File: config.mk
export PLATFORM = sky130hd
export DESIGN_NAME = htfl_ctrl
export DESIGN_NICKNAME = d
export VERILOG_FILES = /design/src/hdl/htfl_pkg.sv /design/src/hdl/htfl_ctrl.sv
export VERILOG_INCLUDE_DIRS = /design/src /design/src/hdl
export SDC_FILE = /design/constraint.sdc
export NUM_CORES = 1
export LEC_CHECK = 0
export ABC_AREA = 1
export BUFFER_PORTS_ARGS = -buffer_cell sky130_fd_sc_hd__buf_2
export CORE_MARGIN = 5
export CORE_UTILIZATION = 39
export DETAILED_ROUTE_END_ITERATION = 10
export PLACE_DENSITY = 0.73
export SYNTH_ARGS = -nofsm -noshare
export SYNTH_HDL_FRONTEND = slang
export SYNTH_SLANG_ARGS = --single-unit
File: constraint.sdc
create_clock -name clk_i -period 11.3 [get_ports clk_i]
set_input_delay 0.565 -clock clk_i [delete_from_list [all_inputs] [get_ports clk_i]]
set_output_delay 0.565 -clock clk_i [all_outputs]
set_load 0.005 [all_outputs]
File: src/hdl/handle_table_free_list_unit_defines.svh
// Assertion macros used by the htfl_ctrl module.
`ifndef HANDLE_TABLE_FREE_LIST_UNIT_DEFINES_SVH
`define HANDLE_TABLE_FREE_LIST_UNIT_DEFINES_SVH

// The antecedent and the consequent are checked in the same cycle.
`define HTFL_ASSERT_SAME(lbl, ante, cons, msg) \
  lbl: assert property (@(posedge clk_i) disable iff (!rst_ni) (ante) |-> (cons)) \
    else $error(msg);

// The consequent is checked in the cycle after the antecedent.
`define HTFL_ASSERT_NEXT(lbl, ante, cons, msg) \
  lbl: assert property (@(posedge clk_i) disable iff (!rst_ni) (ante) |=> (cons)) \
    else $error(msg);

`endif

File: src/hdl/htfl_pkg.sv
`default_nettype none

package htfl_pkg;

  localparam int unsigned DEFAULT_ENTRIES = 256;
  localparam int unsigned HANDLE_W        = 12;
  localparam int unsigned OBJ_W           = 64;
  localparam int unsigned STATUS_W        = 3;
  localparam int unsigned RES_IDX_W       = 8;
  localparam int unsigned OP_W            = 2;
  localparam int unsigned IN_DATA_W       = 80;
  localparam int unsigned OUT_DATA_W      = 80;

  typedef enum logic [OP_W-1:0] {
    OP_ALLOC      = 2'd0,
    OP_REL_HANDLE = 2'd1,
    OP_REL_OBJECT = 2'd2,
    OP_LOOKUP     = 2'd3
  } op_e;

  typedef enum logic [STATUS_W-1:0] {
    STAT_OK        = 3'd0,
    STAT_FULL      = 3'd1,
    STAT_INVALID   = 3'd2,
    STAT_NOT_ALLOC = 3'd3,
    STAT_NOT_FOUND = 3'd4
  } status_e;

  typedef enum logic [1:0] {
    ST_CLEAR,
    ST_IDLE,
    ST_EVAL,
    ST_DONE
  } ctrl_state_e;

  typedef struct packed {
    logic rd_en;
    logic wr_en;
  } mem_cmd_t;

endpackage

`default_nettype wire

File: src/hdl/htfl_ctrl.sv
`default_nettype none

module htfl_ctrl import htfl_pkg::*; #(
  parameter int unsigned ENTRIES = DEFAULT_ENTRIES,
  localparam int unsigned IDX_W  = $clog2(ENTRIES),
  localparam int unsigned LINK_W = $clog2(ENTRIES + 2)
) (
  input  wire logic              clk_i,
  input  wire logic              rst_ni,
  input  wire logic              in_valid_i,
  output logic                   in_ready_o,
  input  wire logic [OP_W-1:0]   in_op_i,
  input  wire logic [HANDLE_W-1:0] in_handle_i,
  input  wire logic [OBJ_W-1:0]  in_obj_i,
  output logic                   out_valid_o,
  input  wire logic              out_ready_i,
  output logic [STATUS_W-1:0]    out_status_o,
  output logic [RES_IDX_W-1:0]   out_index_o,
  output logic [OBJ_W-1:0]       out_obj_o,
  output mem_cmd_t               mem_cmd_o,
  output logic [IDX_W-1:0]       rd_addr_o,
  output logic [IDX_W-1:0]       wr_addr_o,
  output logic [LINK_W-1:0]      wr_link_o,
  output logic [OBJ_W-1:0]       wr_obj_o,
  input  wire logic [LINK_W-1:0] link_rd_i,
  input  wire logic [OBJ_W-1:0]  obj_rd_i
);

`include "handle_table_free_list_unit_defines.svh"

  localparam logic [LINK_W-1:0] LINK_END   = LINK_W'(ENTRIES);
  localparam logic [LINK_W-1:0] LINK_ALLOC = LINK_W'(ENTRIES + 1);
  localparam logic [IDX_W-1:0]  LAST_IDX   = IDX_W'(ENTRIES - 1);

  ctrl_state_e         state_q, state_d;
  op_e                 op_q, op_d, in_op;
  logic [OBJ_W-1:0]    obj_q, obj_d;
  logic [IDX_W-1:0]    idx_q, idx_d;
  logic [LINK_W-1:0]   free_head_q, free_head_d;

  status_e             res_status_q;
  logic [IDX_W-1:0]    res_idx_q;
  logic [OBJ_W-1:0]    res_obj_q;

  logic                out_valid_q;
  status_e             out_status_q;
  logic [IDX_W-1:0]    out_idx_q;
  logic [OBJ_W-1:0]    out_obj_q;

  logic                fin;
  status_e             fin_status;
  logic [IDX_W-1:0]    fin_idx;
  logic [OBJ_W-1:0]    fin_obj;

  logic                out_free, out_load, res_load;
  logic                handle_bad, obj_null, table_full, obj_match;
  logic [IDX_W-1:0]    handle_addr;

  assign in_op       = op_e'(in_op_i);
  assign handle_bad  = ({1'b0, in_handle_i} >= (HANDLE_W + 1)'(ENTRIES));
  assign handle_addr = in_handle_i[IDX_W-1:0];
  assign obj_null    = (in_obj_i == '0);
  assign table_full  = (free_head_q == LINK_END);
  assign obj_match   = (obj_rd_i == obj_q);
  assign out_free    = !out_valid_q || out_ready_i;

  always_comb begin
    state_d     = state_q;
    op_d        = op_q;
    obj_d       = obj_q;
    idx_d       = idx_q;
    free_head_d = free_head_q;
    mem_cmd_o   = '0;
    rd_addr_o   = idx_q;
    wr_addr_o   = idx_q;
    wr_link_o   = LINK_ALLOC;
    wr_obj_o    = obj_q;
    in_ready_o  = 1'b0;
    fin         = 1'b0;
    fin_status  = STAT_OK;
    fin_idx     = '0;
    fin_obj     = '0;

    unique case (state_q)
      ST_CLEAR: begin
        mem_cmd_o.wr_en = 1'b1;
        wr_link_o       = LINK_W'(idx_q) + LINK_W'(1);
        wr_obj_o        = '0;
        if (idx_q == LAST_IDX) begin
          idx_d   = '0;
          state_d = ST_IDLE;
        end else begin
          idx_d = idx_q + IDX_W'(1);
        end
      end

      ST_IDLE: begin
        in_ready_o = 1'b1;
        if (in_valid_i) begin
          op_d  = in_op;
          obj_d = in_obj_i;
          unique case (in_op)
            OP_ALLOC: begin
              if (obj_null) begin
                fin        = 1'b1;
                fin_status = STAT_INVALID;
              end else if (table_full) begin
                fin        = 1'b1;
                fin_status = STAT_FULL;
              end else begin
                mem_cmd_o.rd_en = 1'b1;
                rd_addr_o       = free_head_q[IDX_W-1:0];
                idx_d           = free_head_q[IDX_W-1:0];
                state_d         = ST_EVAL;
              end
            end
            OP_REL_OBJECT: begin
              if (obj_null) begin
                fin        = 1'b1;
                fin_status = STAT_INVALID;
              end else begin
                mem_cmd_o.rd_en = 1'b1;
                rd_addr_o       = '0;
                idx_d           = '0;
                state_d         = ST_EVAL;
              end
            end
            OP_REL_HANDLE, OP_LOOKUP: begin
              if (handle_bad) begin
                fin        = 1'b1;
                fin_status = STAT_INVALID;
              end else begin
                mem_cmd_o.rd_en = 1'b1;
                rd_addr_o       = handle_addr;
                idx_d           = handle_addr;
                state_d         = ST_EVAL;
              end
            end
            default: ;
          endcase
        end
      end

      ST_EVAL: begin
        unique case (op_q)
          OP_ALLOC: begin
            mem_cmd_o.wr_en = 1'b1;
            wr_link_o       = LINK_ALLOC;
            wr_obj_o        = obj_q;
            free_head_d     = link_rd_i;
            fin             = 1'b1;
            fin_idx         = idx_q;
          end
          OP_REL_HANDLE: begin
            fin = 1'b1;
            if (link_rd_i != LINK_ALLOC) begin
              fin_status = STAT_NOT_ALLOC;
            end else begin
              mem_cmd_o.wr_en = 1'b1;
              wr_link_o       = free_head_q;
              wr_obj_o        = '0;
              free_head_d     = LINK_W'(idx_q);
              fin_idx         = idx_q;
              fin_obj         = obj_rd_i;
            end
          end
          OP_REL_OBJECT: begin
            if (obj_match) begin
              fin = 1'b1;
              if (link_rd_i != LINK_ALLOC) begin
                fin_status = STAT_NOT_ALLOC;
              end else begin
                mem_cmd_o.wr_en = 1'b1;
                wr_link_o       = free_head_q;
                wr_obj_o        = '0;
                free_head_d     = LINK_W'(idx_q);
                fin_idx         = idx_q;
                fin_obj         = obj_q;
              end
            end else if (idx_q == LAST_IDX) begin
              fin        = 1'b1;
              fin_status = STAT_NOT_FOUND;
            end else begin
              mem_cmd_o.rd_en = 1'b1;
              rd_addr_o       = idx_q + IDX_W'(1);
              idx_d           = idx_q + IDX_W'(1);
            end
          end
          OP_LOOKUP: begin
            fin     = 1'b1;
            fin_idx = idx_q;
            fin_obj = obj_rd_i;
          end
          default: ;
        endcase
      end

      ST_DONE: begin
        if (out_free) begin
          state_d = ST_IDLE;
        end
      end

      default: state_d = ST_IDLE;
    endcase

    if (fin) begin
      state_d = out_free ? ST_IDLE : ST_DONE;
    end
  end

  assign out_load = out_free && (fin || (state_q == ST_DONE));
  assign res_load = fin && !out_free;

  always_ff @(posedge clk_i or negedge rst_ni) begin
    if (!rst_ni) begin
      state_q     <= ST_CLEAR;
      idx_q       <= '0;
      free_head_q <= '0;
      out_valid_q <= 1'b0;
    end else begin
      state_q     <= state_d;
      idx_q       <= idx_d;
      free_head_q <= free_head_d;
      if (out_load) begin
        out_valid_q <= 1'b1;
      end else if (out_ready_i) begin
        out_valid_q <= 1'b0;
      end
    end
  end

  always_ff @(posedge clk_i) begin
    op_q  <= op_d;
    obj_q <= obj_d;
    if (res_load) begin
      res_status_q <= fin_status;
      res_idx_q    <= fin_idx;
      res_obj_q    <= fin_obj;
    end
    if (out_load) begin
      if (fin) begin
        out_status_q <= fin_status;
        out_idx_q    <= fin_idx;
        out_obj_q    <= fin_obj;
      end else begin
        out_status_q <= res_status_q;
        out_idx_q    <= res_idx_q;
        out_obj_q    <= res_obj_q;
      end
    end
  end

  assign out_valid_o  = out_valid_q;
  assign out_status_o = out_status_q;
  assign out_index_o  = RES_IDX_W'(out_idx_q);
  assign out_obj_o    = out_obj_q;

  `HTFL_ASSERT_SAME(a_head_in_range, 1'b1, free_head_q <= LINK_END, "free head out of range")
  `HTFL_ASSERT_SAME(a_alloc_from_free, (state_q == ST_EVAL) && (op_q == OP_ALLOC), link_rd_i != LINK_ALLOC, "free list head is an allocated slot")
  `HTFL_ASSERT_SAME(a_done_needs_busy, state_q == ST_DONE, out_valid_q, "result parked while output register is empty")
  `HTFL_ASSERT_NEXT(a_clear_ends, (state_q == ST_CLEAR) && (idx_q == LAST_IDX), (state_q == ST_IDLE) && (free_head_q == '0), "clearing sweep did not end cleanly")

endmodule

`default_nettype wire
==> After elaboration in Yosys (flattened, before gate mapping) <==
Index checks and enable logic that the tools add are counted.
{ "totals": {"out_inout_bits": 168, "elab_cells": 140, "register_bits": 236, "inputBits": 155} }
{ "op_classes": {"n_addsub": 2, "n_reduce_logical": 20, "magnitude_cmp": 1, "eq_ne": 21, "mux": 84} }
{ "ops": {"columns": ["cell", "count"], "rows": [
  ["2-to-1 mux 64 bit", 7],
  ["one-hot mux 64 bit (2 select lines)", 2],
  ["one-hot mux 64 bit (3 select lines)", 1],
  ["2-to-1 mux 8 bit", 13],
  ["one-hot mux 8 bit (3 select lines)", 3],
  ["equality test 64 bit", 1],
  ["logical NOT 64 bit", 1],
  ["2-to-1 mux 9 bit", 4],
  ["one-hot mux 9 bit (2 select lines)", 2],
  ["one-hot mux 9 bit (3 select lines)", 1],
  ["2-to-1 mux 2 bit", 13],
  ["2-to-1 mux 1 bit", 21],
  ["inequality test 4 bit, second input constant", 4],
  ["one-hot mux 8 bit (2 select lines)", 1],
  ["equality test 2 bit, second input constant", 6],
  ["greater-or-equal comparator 12 x 9 -> 1 bit, second input constant", 1],
  ["2-to-1 mux 3 bit", 4],
  ["one-hot mux 2 bit (3 select lines)", 2],
  ["one-hot mux 3 bit (2 select lines)", 2],
  ["adder 8 x 1 -> 9 bit, second input constant", 1],
  ["equality test 9 bit, second input constant", 1],
  ["inequality test 3 bit, second input constant", 3],
  ["inequality test 9 bit, second input constant", 1],
  ["one-hot mux 1 bit (3 select lines)", 3],
  ["other kinds (18)", 30]
]} }

==> Longest topological paths before layout <==
{ "depth": {"word_depth": 9, "ltp_mapped": 18, "ltp_nobuf": 16} }

==> Least setup slack after synthesis <==
OpenSTA, ideal clock, no wires.
{ "synth_path": {"path_type": "register -> register", "from": "register state_q[1]", "to": "register out_idx_q[0] (netlist: out_index_o[0]) (enable)", "slack_ns": 4.703, "path_buffers": 1, "required_time_ns": 10.767, "path_stages_with_launch": 10, "period_less_slack_ns": 6.597, "setup_time_ns": 0.533, "arrival_ns": 6.064, "path_cell_list": "dfrtp_1 > inv_1 > ha_1 > nand2_1 > clkinv_1 > nand3_1 > nand2_1 > nand2_2 > clkbuf_1 > a21oi_1"} }
{ "synth_between": {"elab_chain_len": 4, "word_cells_on_any_way": 6, "cone_classes": "eq/ne: 3; mux: 1; reduce/logical: 2"} }
{ "synth_lines": {"columns": ["element", "line_no", "rtl"], "rows": [
  ["start: declaration", "htfl_ctrl.sv:35", "ctrl_state_e state_q, state_d;"],
  ["start signal: assignment", "htfl_ctrl.sv:222", "state_q <= state_d;"],
  ["equality test 2 bit or equality test 2 x 1 -> 1 bit (tied branches)", "htfl_ctrl.sv:84", "unique case (state_q)"],
  ["one-hot mux 1 bit (2 select lines)", "htfl_ctrl.sv:84", null],
  ["logical OR 1 bit *", "htfl_ctrl.sv:212", "assign out_load = out_free && (fin || (state_q == ST_DONE));"],
  ["logical AND 1 bit *", "htfl_ctrl.sv:212", null],
  ["via out_load", "htfl_ctrl.sv:55", "logic out_free, out_load, res_load;"],
  ["end signal: assignment", "htfl_ctrl.sv:244", "out_idx_q <= fin_idx;"],
  ["end signal: assignment", "htfl_ctrl.sv:248", "out_idx_q <= res_idx_q;"],
  ["end: declaration", "htfl_ctrl.sv:47", "logic [IDX_W-1:0] out_idx_q;"]
]} }
The timed path passes the listed nets; every way through them passes the cells marked *.
A chain may end at the register's enable or synchronous reset.

==> Worst setup path in the final report <==
{ "layout_path": {"from": "register obj_q[27]", "to": "output port wr_link_o[0]"} }
{ "layout_between": {"elab_chain_len": 4} }
{ "layout_lines": {"columns": ["element", "line_no", "rtl"], "rows": [
  ["start: declaration", "htfl_ctrl.sv:37", "logic [OBJ_W-1:0] obj_q, obj_d;"],
  ["start signal: assignment", "htfl_ctrl.sv:235", "obj_q <= obj_d;"],
  ["equality test 64 bit", "htfl_ctrl.sv:64", "assign obj_match = (obj_rd_i == obj_q);"],
  ["2-to-1 mux 9 bit", "htfl_ctrl.sv:168", "if (obj_match) begin"],
  ["one-hot mux 9 bit (2 select lines)", "htfl_ctrl.sv:145", "unique case (op_q)"],
  ["one-hot mux 9 bit (2 select lines)", "htfl_ctrl.sv:84", null],
  ["end: declaration", "htfl_ctrl.sv:23", "output logic [LINK_W-1:0] wr_link_o,"]
]} }
Every way passes these cells.

==> results.tsv <==
stage	metric	value	unit
pwr	P_int	2.21	mW
hold_path	hold path depth	1	
critical_path	reg2reg path depth	12	
timing	Relative slew margins	0.250	
critical_path	CP startpoint kind	register	
placed_design	gpl congestion	0.929	
route	Via-to-Cell Ratio	5.01	
route	wire per inst	18.2	um
run_status	run status	completed	
critical_path	reg2reg setup slack	6630	ps
critical_path	CP Class	register to primary output	
hold_path	hold_sp	in_obj_i[31]	
route	DR DRC count	0	
cells_and_area	layout cells sized above 1	0.261	
pwr	Final Power	3.63	mW
route	Routed Wire Length	39900	um
pwr	VDD IR max	137	uV
timing	setup ws final	6240	ps
job	max_cap viols	0	
cts	clk buf depth	3	
cts	root buffer cell	clkbuf_16	
grt	pin count of the biggest net entering global routing	83	
cells_and_area	post-layout instance count excluding filler cells	2185	
cts	Clk Latency, worst-skew pair	540	ps
timing	Setup TNS	0	ps
timing	Worst Max-Slew Pin Slew	1130	ps
grt	initial antenna violation count	2	
cts	Worst-path clk slew	60	ps
grt	first-pass GRT wire length	60800	um
critical_path	worst path cell trace	xor2_1, nor2_1, nand2_1, nor2_1, nand2_1, nor2_2, nand2_1, nand2_2, nand3_1, a21oi_4, buf_4, o221ai_1, buf_2	
critical_path	Critical Path Slowest Stage Cell	a21oi_4	
timing	Pins Over Slew Limit	0	
timing	Setup Viol. Count Final	0	
cts	TritonCTS sink count	236	
floorplanning	Die Height	190	um
pwr	switching share of power	0.392	
cts	Post-CTS Setup Bufs	0	
floorplanning	core area	31700	um^2
critical_path	critical path's largest stage delay	870	ps
floorplanning	Die W	190	um
synth	Seq/Total Area, Yosys	0.555	
cells_and_area	leading cell type in the layout, fill and taps excluded	nand2_1	
pwr	pwr dens	235	nW/um^2
floorplanning	Rows	65	
placed_design	DP Wirelength	29300	um
critical_path	most frequent CP cell	nand2_1	
route	drt initial violations	798	
timing	count of final hold-check violations	0	
route	via count	10900	
critical_path	crit path DAT	4500	ps
critical_path	maximum fanout along the worst path	37	
synth	netlist area before placement	12600	um^2
synth	top_reg_cell synth	edfxtp_1	
hold_path	Hold Path End	obj_q[31]	
critical_path	reg-to-reg endpoint	res_obj_q[21]	
floorplanning	IO Count	323	
synth	Gate Count Post-Synth	1454	
critical_path	Top delay family on crit path	simple AND/OR/NAND/NOR gates	
synth	Synth Area per Inst	8.66	um^2
cts	CTS tree	yes	
cells_and_area	commonest non-fill, non-tap cells in the layout	555 x nand2_1, 322 x buf_2, 216 x edfxtp_1	
grt	vias in the first global route	10800	
critical_path	worst r2r src	wr_addr_o[0]	
critical_path	Worst setup EP type	primary output	
synth	Synth Warn #	0	
pwr	leakage	6.93	nW
synth	syn nets	1622	
pwr	Clk network pwr share	0.242	
synth	post-synthesis cell type count	35	
timing	Max Freq	0.198	GHz
synth	dominant cell type by area after synthesis	edfxtp_1	
grt	Tot GR Track Use	0.213	
placed_design	DP Cell Count	2132	
hold_path	worst hold path type	input port to register	
timing	min Tclk post-route	5060	ps
pwr	combinational power share	0.377	
cells_and_area	Final Net Count	1928	
synth	top cells by area, synth	edfxtp_1 52%, nand2_1 17%, nor2_1 5.7%	
cells_and_area	Area growth, synth to finish	22.7	%
route	Antenna Nets Post-Route	0	
synth	FF+latch count, synth	236	
cts	total CTS buffers	27	
synth	share of synthesized flip-flops with an asynchronous set or reset	0.0847	
cts	cts repair resizes	0	
synth	Synth top area share	0.515	
synth	number of synthesized flops with an enable pin	216	
timing	clk_skew	11.6	ps
placed_design	pre-CTS setup slack	6340	ps
grt	GR Overflow Total	0	
cells_and_area	Util after Layout	0.487	
floorplanning	Starting Density	0.397	
critical_path	Req. time, crit path	10740	ps
floorplanning	die area	36000	um^2
pwr	Sequential Power Share	0.381	
timing	crit share post-route	0.448	
timing	RSZ-0062 raised after global routing	no	
placed_design	I/O Buffers	322	
critical_path	Crit path depth	13	
cts	H-tree depth	1	
pwr	switching power	1.42	mW
critical_path	CP bufs+invs	2	
route	TritonRoute pass-1 iters	4	
area by class of cell:
class / instances / area (um^2)
antenna: 2 / 5.00
clock buffer: 39 / 781
clock inverter: 11 / 123
fill: 3034 / 16300
inverter: 146 / 554
multi-input combinational: 1019 / 4820
sequential: 236 / 6990
tap: 402 / 503
timing repair buffer: 330 / 1670
cells by family after synthesis:
kind of cell               share of synthesized area
and+or+nand+nor                                0.260
DFF                                            0.555
buffers and inverters                         0.0657
AOI/OAI and AO/OA                             0.0748
xor gates and xnor gates                      0.0306
adders and majority gates                     0.0129
muxes                                       0.000894
worst max-delay path by stage:
| stage | startpoint | end | slack, ps |
|---|---|---|---|
| after floorplan | state_q[1] | out_index_o[0] | 4700 |
| after global placement | obj_rd_i[13] | res_obj_q[11] | 6340 |
| after detailed placement | obj_rd_i[13] | res_obj_q[11] | 6340 |
| after CTS | obj_q[32] | wr_link_o[0] | 6180 |
| after global routing | obj_q[12] | wr_link_o[0] | 6000 |
| final | obj_q[27] | wr_link_o[0] | 6240 |
state kept, by name, indices dropped and copies added, names as in the netlist, 8 cells and up:
name	flops
obj_q	64
out_obj_o	64
res_obj_q	64
free_head_q	9
out_index_o	8
res_idx_q	8
wr_addr_o	8
cells in the mapped netlist (6+ instances only):
master,instances
nand2_1,557
edfxtp_1,216
nor2_1,192
inv_1,135
a21oi_2,61
nand3_1,45
xor2_1,44
clkbuf_1,29
o21ai_0,28
a21oi_1,25
dfrtp_1,20
ha_1,13
nand4_1,12
buf_2,11
o211ai_1,10
inv_2,8
nor3_2,8
buf_6,7
o22ai_1,6
power groups by stage:
stage               Combinational, mW  Sequential (mW)  Clock, mW
floorplan                       0.739             1.39          0
global placement                 1.36             1.40          0
detailed placement               1.38             1.40          0
CTS                              1.39             1.38      0.898
global route                     1.51             1.41      0.932
finish                           1.37             1.38      0.879
stage by stage:
step           hold WS (ps)  instance area [um^2]
3_5_place_dp            505                 14500
4_1_cts                 189                 15400
5_1_grt                 197                 15400
6_report                213                 15400
3_3_place_gp            499                 14500
2_1_floorplan           269                 12600
per-layer routing:
layer  track usage  vias up  wire (um)
met5             0        -          0
met4        0.0504        0        777
met3        0.0295       57       2770
met2         0.373      447      19700
met1         0.282     5158      16600
li1              -     5284          -
repair_timing:
| item | CTS | global route |
|---|---|---|
| setup endpoints to repair | 0 | 0 |
| hold buffers | 1 | 0 |
| hold endpoints to repair | 20 | 0 |
Power figures use the tool's default switching activity.
